<file path="config.mk">
export PLATFORM = sky130hd
export DESIGN_NAME = scancode_set1_to_ascii
export DESIGN_NICKNAME = d
export VERILOG_FILES = /design/src/hdl/sc1a_pkg.sv /design/src/hdl/scancode_set1_to_ascii.sv /design/src/hdl/sc1a_decode.sv /design/src/hdl/sc1a_mods.sv
export SDC_FILE = /design/constraint.sdc
export NUM_CORES = 1
export LEC_CHECK = 0
export ABC_AREA = 0
export BUFFER_PORTS_ARGS = -buffer_cell sky130_fd_sc_hd__buf_2
export CAP_MARGIN = 20
export CORE_MARGIN = 2
export CORE_UTILIZATION = 45
export CTS_BUF_LIST = sky130_fd_sc_hd__clkbuf_4 sky130_fd_sc_hd__clkbuf_8
export CTS_CLUSTER_SIZE = 16
export DETAILED_ROUTE_END_ITERATION = 12
export PLACE_DENSITY_LB_ADDON = 0.1
export RECOVER_POWER = 25
export SETUP_SLACK_MARGIN = 0.1
export SLEW_MARGIN = 20
export SYNTH_ARGS = -nofsm -noshare
export SYNTH_HDL_FRONTEND = slang
export SYNTH_SLANG_ARGS = --single-unit
</file>
<file path="constraint.sdc">
create_clock -name clk -period 3.24 [get_ports clk]
set_clock_uncertainty 0.05 [all_clocks]
set_input_delay 0.648 -clock clk [delete_from_list [all_inputs] [get_ports clk]]
set_output_delay 0.648 -clock clk [all_outputs]
set_load 0.01 [all_outputs]
</file>
<file path="src/hdl/sc1a_pkg.sv">
// Shared types, scan code constants and ASCII tables for the set-1 decoder.
// No dependencies; imported by every module of the block.
`timescale 1ns / 1ps

package sc1a_pkg;

  localparam int ByteW    = 8;
  localparam int TableLen = 58;
  localparam int IdxW     = $clog2(TableLen);

  typedef logic [ByteW-1:0] byte_t;
  typedef logic [IdxW-1:0]  idx_t;

  // Scan codes
  localparam byte_t SC_PREFIX     = 8'hE0;
  localparam byte_t SC_UP         = 8'h48;
  localparam byte_t SC_LEFT       = 8'h4B;
  localparam byte_t SC_DOWN       = 8'h50;
  localparam byte_t SC_RIGHT      = 8'h4D;
  localparam byte_t SC_PGUP       = 8'h49;
  localparam byte_t SC_PGDN       = 8'h51;
  localparam byte_t SC_CAPS       = 8'h3A;
  localparam byte_t SC_RSHIFT     = 8'h36;
  localparam byte_t SC_LSHIFT     = 8'h2A;
  localparam byte_t SC_RSHIFT_BRK = 8'hB6;
  localparam byte_t SC_LSHIFT_BRK = 8'hAA;
  localparam byte_t SC_CTRL       = 8'h1D;
  localparam byte_t SC_CTRL_BRK   = 8'h9D;

  // Special key numbers
  localparam byte_t SK_UP    = 8'd0;
  localparam byte_t SK_LEFT  = 8'd1;
  localparam byte_t SK_DOWN  = 8'd2;
  localparam byte_t SK_RIGHT = 8'd3;
  localparam byte_t SK_PGUP  = 8'd4;
  localparam byte_t SK_PGDN  = 8'd5;

  localparam byte_t CASE_BIT = 8'h20;

  typedef struct packed {
    logic prefix;
    logic shift;
    logic ctrl;
    logic caps;
  } mod_state_t;

  typedef struct packed {
    logic  emit;
    logic  is_special;
    byte_t code;
    logic  ctrl_held;
  } result_t;

  localparam byte_t TAB_PLAIN [TableLen] = '{
    8'h00, 8'h1B, 8'h31, 8'h32, 8'h33, 8'h34, 8'h35, 8'h36,
    8'h37, 8'h38, 8'h39, 8'h30, 8'h2D, 8'h3D, 8'h08, 8'h09,
    8'h71, 8'h77, 8'h65, 8'h72, 8'h74, 8'h79, 8'h75, 8'h69,
    8'h6F, 8'h70, 8'h5B, 8'h5D, 8'h0A, 8'h00, 8'h61, 8'h73,
    8'h64, 8'h66, 8'h67, 8'h68, 8'h6A, 8'h6B, 8'h6C, 8'h3B,
    8'h27, 8'h60, 8'h00, 8'h5C, 8'h7A, 8'h78, 8'h63, 8'h76,
    8'h62, 8'h6E, 8'h6D, 8'h2C, 8'h2E, 8'h2F, 8'h00, 8'h00,
    8'h00, 8'h20
  };

  localparam byte_t TAB_SHIFT [TableLen] = '{
    8'h00, 8'h1B, 8'h21, 8'h40, 8'h23, 8'h24, 8'h25, 8'h5E,
    8'h26, 8'h2A, 8'h28, 8'h29, 8'h5F, 8'h2B, 8'h08, 8'h09,
    8'h51, 8'h57, 8'h45, 8'h52, 8'h54, 8'h59, 8'h55, 8'h49,
    8'h4F, 8'h50, 8'h7B, 8'h7D, 8'h0A, 8'h00, 8'h41, 8'h53,
    8'h44, 8'h46, 8'h47, 8'h48, 8'h4A, 8'h4B, 8'h4C, 8'h3A,
    8'h22, 8'h7E, 8'h00, 8'h7C, 8'h5A, 8'h58, 8'h43, 8'h56,
    8'h42, 8'h4E, 8'h4D, 8'h3C, 8'h3E, 8'h3F, 8'h00, 8'h00,
    8'h00, 8'h20
  };

  // Letter rows of the keyboard: caps lock flips case only on these.
  function automatic logic is_letter(input idx_t idx);
    return (idx >= 6'h10 && idx <= 6'h19) ||
           (idx >= 6'h1E && idx <= 6'h26) ||
           (idx >= 6'h2C && idx <= 6'h32);
  endfunction

  // idx must be below TableLen
  function automatic byte_t ascii_lookup(input idx_t idx, input logic shift,
                                         input logic caps);
    byte_t base;
    base = shift ? TAB_SHIFT[idx] : TAB_PLAIN[idx];
    return (caps && is_letter(idx)) ? (base ^ CASE_BIT) : base;
  endfunction

endpackage

</file>
<file path="src/hdl/scancode_set1_to_ascii.sv">
// Set-1 scan code to ASCII decoder, stream in and stream out.
// Path: an accepted input beat goes to the input register, through the decode
// logic and into the result register, which drives out_tvalid. Throughput: one
// byte per cycle while the output is not stalled; the input register frees in
// the same cycle the result register drains.
// Reset (rst_n low, synchronous) clears the prefix, shift, ctrl and caps state
// and empties both registers. Depends on sc1a_pkg, sc1a_decode, sc1a_mods.
`timescale 1ns / 1ps

module scancode_set1_to_ascii (
  input  logic        clk,
  input  logic        rst_n,
  input  logic        in_tvalid,
  output logic        in_tready,
  input  logic [7:0]  in_tdata,   // [7:0] scan_byte
  output logic        out_tvalid,
  input  logic        out_tready,
  output logic [15:0] out_tdata,  // [7:0] code, [8] ctrl_held, [15:9] zero
  output logic [0:0]  out_tuser   // [0] is_special
);
  import sc1a_pkg::*;

  logic       in_valid_r;
  byte_t      in_byte_r;
  logic       out_valid_r;
  result_t    out_res_r;
  logic       advance;
  mod_state_t cur_st;
  mod_state_t nxt_st;
  result_t    res;

  sc1a_decode u_decode (
    .scan_byte (in_byte_r),
    .cur       (cur_st),
    .nxt       (nxt_st),
    .res       (res)
  );

  sc1a_mods u_mods (
    .clk     (clk),
    .rst_n   (rst_n),
    .advance (advance),
    .nxt     (nxt_st),
    .cur     (cur_st)
  );

  // A beat without a result passes even while the output is stalled.
  assign advance   = in_valid_r && (!res.emit || !out_valid_r || out_tready);
  assign in_tready = !in_valid_r || advance;

  always_ff @(posedge clk) begin
    if (!rst_n) begin
      in_valid_r <= 1'b0;
    end else if (in_tready) begin
      in_valid_r <= in_tvalid;
    end
  end

  always_ff @(posedge clk) begin
    if (in_tready && in_tvalid) begin
      in_byte_r <= in_tdata;
    end
  end

  always_ff @(posedge clk) begin
    if (!rst_n) begin
      out_valid_r <= 1'b0;
    end else if (advance && res.emit) begin
      out_valid_r <= 1'b1;
    end else if (out_tready) begin
      out_valid_r <= 1'b0;
    end
  end

  always_ff @(posedge clk) begin
    if (advance && res.emit) begin
      out_res_r <= res;
    end
  end

  assign out_tvalid   = out_valid_r;
  assign out_tdata    = {7'b0, out_res_r.ctrl_held, out_res_r.code};
  assign out_tuser[0] = out_res_r.is_special;

  a_prefix_arms: assert property (@(posedge clk) disable iff (!rst_n)
    advance && in_byte_r == SC_PREFIX |=> cur_st.prefix)
    else $error("prefix byte did not arm the prefix flag");

  a_prefix_clears: assert property (@(posedge clk) disable iff (!rst_n)
    advance && cur_st.prefix && in_byte_r != SC_PREFIX |=> !cur_st.prefix)
    else $error("prefixed byte left the prefix flag armed");

  a_caps_toggle: assert property (@(posedge clk) disable iff (!rst_n)
    advance && !cur_st.prefix && in_byte_r == SC_CAPS |=>
      cur_st.caps != $past(cur_st.caps))
    else $error("caps lock byte did not toggle caps state");

  a_in_hold: assert property (@(posedge clk) disable iff (!rst_n)
    in_valid_r && !advance |=> in_valid_r && $stable(in_byte_r) && $stable(cur_st))
    else $error("stalled input beat lost or state moved");

  a_no_overwrite: assert property (@(posedge clk) disable iff (!rst_n)
    out_valid_r && !out_tready |=> out_valid_r && $stable(out_res_r))
    else $error("pending result overwritten");

endmodule

</file>
<file path="src/hdl/sc1a_decode.sv">
// Per-byte decode: next modifier state and the optional result for one beat.
// Depends on sc1a_pkg for codes, tables and structs.
`timescale 1ns / 1ps

module sc1a_decode (
  input  sc1a_pkg::byte_t      scan_byte,
  input  sc1a_pkg::mod_state_t cur,
  output sc1a_pkg::mod_state_t nxt,
  output sc1a_pkg::result_t    res
);
  import sc1a_pkg::*;

  always_comb begin
    nxt            = cur;
    res.emit       = 1'b0;
    res.is_special = 1'b0;
    res.code       = '0;
    res.ctrl_held  = cur.ctrl;

    if (scan_byte == SC_PREFIX) begin
      nxt.prefix = 1'b1;
    end else if (cur.prefix) begin
      nxt.prefix = 1'b0;
      res.is_special = 1'b1;
      unique case (scan_byte)
        SC_UP: begin
          res.emit = 1'b1;
          res.code = SK_UP;
        end
        SC_LEFT: begin
          res.emit = 1'b1;
          res.code = SK_LEFT;
        end
        SC_DOWN: begin
          res.emit = 1'b1;
          res.code = SK_DOWN;
        end
        SC_RIGHT: begin
          res.emit = 1'b1;
          res.code = SK_RIGHT;
        end
        SC_PGUP: begin
          res.emit = 1'b1;
          res.code = SK_PGUP;
        end
        SC_PGDN: begin
          res.emit = 1'b1;
          res.code = SK_PGDN;
        end
        SC_CTRL:     nxt.ctrl = 1'b1;
        SC_CTRL_BRK: nxt.ctrl = 1'b0;
        default: ;
      endcase
    end else begin
      unique case (scan_byte) inside
        SC_LSHIFT, SC_RSHIFT:         nxt.shift = 1'b1;
        SC_LSHIFT_BRK, SC_RSHIFT_BRK: nxt.shift = 1'b0;
        SC_CTRL:                      nxt.ctrl  = 1'b1;
        SC_CTRL_BRK:                  nxt.ctrl  = 1'b0;
        SC_CAPS:                      nxt.caps  = ~cur.caps;
        default: begin
          // break codes and keys past the tables drop silently
          if (scan_byte < byte_t'(TableLen)) begin
            res.emit = 1'b1;
            res.code = ascii_lookup(scan_byte[IdxW-1:0], cur.shift, cur.caps);
          end
        end
      endcase
    end
  end

endmodule

</file>
<file path="src/hdl/sc1a_mods.sv">
// Modifier and prefix state registers, updated once per decoded beat.
// Depends on sc1a_pkg for mod_state_t.
`timescale 1ns / 1ps

module sc1a_mods (
  input  logic                 clk,
  input  logic                 rst_n,
  input  logic                 advance,
  input  sc1a_pkg::mod_state_t nxt,
  output sc1a_pkg::mod_state_t cur
);
  import sc1a_pkg::*;

  mod_state_t state_r;

  always_ff @(posedge clk) begin
    if (!rst_n) begin
      state_r <= '0;
    end else if (advance) begin
      state_r <= nxt;
    end
  end

  assign cur = state_r;

endmodule

</file>
==> results.cfg <==
[run_status]
status = finished clean

[timing]
holdWs_ns = 0.4072
rsz0062_at_grt = no
setup_violations = 0
tns_ns = 0
tightest_slew_ns = 0.6279
slew_violations = 0
fmax_mhz = 338.0
relSlewSlack_pct = 57.98
period_needed_ns = 2.959
finalCritPeriodShare_pct = 91.32
hold_viol_final = 0

[yosys]
syn-cell-area_um2 = 2341
syn_inst = 290
synth-xor-area-share_pct = 0.3741
synth_top_family_by_area = compound AO/OA/AOI/OAI gates
yosys.area.top_type = edfxtp_1
synth_compound_area_share_pct = 28.11
yosys_warnings = 0
avgSynthCellArea_um2 = 8.072
async_reset_ff_share_pct = 0
synth-edff-count = 17
ys_seq_area_share_pct = 26.94
synth_cell_types = 61
synthDominantCellAreaShare_pct = 21.81
synth_seq_cells = 23
synth-main-ff-cell = edfxtp_1
synth_mux_area_share_pct = 2.779
synthSimpleGateAreaFrac_pct = 24.64
synth_fa_ha_area_share_pct = 5.879
synth_area_leaders = edfxtp_1 22%, a21oi_1 6.0%, ha_1 5.9%

[layout]
final_common_cell = a21oi_1
fin_util_pct = 49.16
fin_cells = 373
drive_above_1_share_pct = 17.16
synthToLayoutAreaGrowth_pct = 6.574
final_nets = 327
antenna_cells = 0
layout_common_cells = 28 x a21oi_1, 24 x nor2_1, 23 x nand2_1
n_fill_cell = 505

[cts]
cts_root_buf = clkbuf_8
cts_buffers = 3
h-tree-depth = 1
clock_path_buffers = 2
clk_pin_slew_ns = 0.08
clock-sinks = 23
cts_hold_buf = 0
cts_tree = done
clk_latency_ns = 0.26

[floorplanning]
core-area_um2 = 5075
initial_core_util_pct = 46.13
die_area_um2 = 5795
ios = 31
die_h_um = 76.13
fp.dieW_um = 76.13
rows = 26

[job]
max-cap-violations = 0

[worst_hold_path]
hold_path_depth = 0
hp-start = u_mods.cur[1]
hold_path_end = out_tdata[8]
holdCritPathClass = reg2reg

[placed_design]
place_congestion = 0.9367
place_inst = 369
hpwl_um = 4459
io_buffers = 22

[global_route]
grt_pass1_wl_um = 10150
track_usage_pct = 21.25
grt_overflow = 0
grt_max_degree = 40
antenna_found_initial = 0
grt_pass1_vias = 2024

[worst_setup_path]
crit_type = reg2out
cp-start-kind = flop
cp.required_ns = 2.54
cp_max_fo = 6
r2r_setup_slack_ns = 0.51
reg2reg_depth = 6
rr_startpoint = in_byte_r[3]
critical_path_arrival_ns = 2.26
regToRegEndpoint = out_tuser
critical_path.endpoint_type = primary output

[route]
avgViaCountPerCell = 5.901
antenna_left = 0
route.vias.total = 2201
routedWlPerCell_um = 16.38
detail_route.iter0.violations = 275
dr.pass1.iters = 4
drc = 0
routed_wl_um = 6110

[power]
ir_drop_uv = 229.1
cellPowerDensity_nw_per_um2 = 289.2
leakage_nw = 0.9111
clockPowerShare_pct = 23.9
p_int_mw = 0.4941
p_seq_share_pct = 47.0
p_sw_mw = 0.2274
power.share.switching_pct = 31.52
combPwrFrac_pct = 29.1
==> power groups by stage <==
stage | clock network [mW] | logic [mW] | registers [mW]
finish | 0.172 | 0.210 | 0.339
floorplan | 0 | 0.168 | 0.340
global placement | 0 | 0.204 | 0.345
detailed placement | 0 | 0.203 | 0.346
global route | 0.191 | 0.230 | 0.341
CTS | 0.179 | 0.204 | 0.339
==> layout make-up <==
class	count	area (µm²)	area share, %
clock buffers	3	41.29	1.655
clock inverters	1	5.005	0.2006
inverters	10	37.54	1.505
multi-input cells	231	1489	59.68
flip-flops and latches	23	630.6	25.28
well taps	70	87.58	3.511
repair buffers	35	203.9	8.175
==> worst max-delay path, cell delays in order (launching register included) <==
cell      delay, ns
edfxtp_1       0.39
inv_1          0.21
ha_1           0.31
nand3_1        0.15
nor3_1         0.32
or3_1          0.24
o311ai_4       0.15
nand3_2        0.11
buf_2          0.13
==> metrics by stage <==
| step | setup slack [ns] | instance area (µm²) | power (mW) |
|---|---|---|---|
| after global routing | 0.1192 | 2495 | 0.7618 |
| final | 0.2812 | 2495 | 0.7215 |
| after floorplan | 0.3483 | 2367 | 0.5081 |
| after global placement | 0.4540 | 2440 | 0.5489 |
| after detailed placement | 0.4102 | 2440 | 0.5484 |
| after CTS | 0.1110 | 2486 | 0.7219 |
==> synth_stat cells, drive strengths merged, types with 4 or more instances <==
master and number:
ha 11, nand2b 9, o21ai 21, nand3 9, a31oi 9, nand2 23
o22ai 5, a311oi 4, nor2b 13, nor3 10, edfxtp 17, dfxtp 6
inv 10, buf 27, a21oi 29, nor2 25, clkbuf 6, o211ai 9
==> worst max-delay path by stage <==
stage / from / end / slack [ns] / depth (start not counted)
2_1_floorplan: in_byte_r[1] / out_tdata[0] / 0.35 / 10
4_1_cts: in_byte_r[1] / in_tready / 0.11 / 8
5_1_grt: in_byte_r[1] / in_tready / 0.12 / 8
3_3_place_gp: in_byte_r[1] / in_tready / 0.45 / 8
6_report: in_byte_r[1] / in_tready / 0.28 / 8
3_5_place_dp: in_byte_r[1] / in_tready / 0.41 / 8
==> layer usage <==
layer / global-route usage (%) / up-vias / wire length (µm)
met3: 3.081 / 13 / 469
met5: 0 / - / 0
met1: 30.77 / 1012 / 2776
li1: - / 1082 / -
met2: 33.93 / 94 / 2757
met4: 4.364 / 0 / 106
==> cell families after synthesis <==
kind of cell             Yosys count
buffers and inverters             43
AND/OR/NAND/NOR                  109
multiplexers                       4
flip-flops                        23
AO/OA/AOI/OAI                     98
XOR/XNOR                           1
other                              1
adder cells (fa/ha/maj)           11
==> timing repair <==
item,4_1_cts,5_1_grt
setup endpoints to repair,0,1
endpoints found under the hold margin,0,0
buffers inserted,0,0
gates resized for setup,0,2
==> registers in the layout, summed over array words and instances, names as in the netlist <==
register    cells
out_tdata       8
out_tvalid      1
u_mods.cur      4
out_tuser       1
in_byte_r       8
in_valid_r      1
Note: power is estimated with default switching activity, not from simulation.
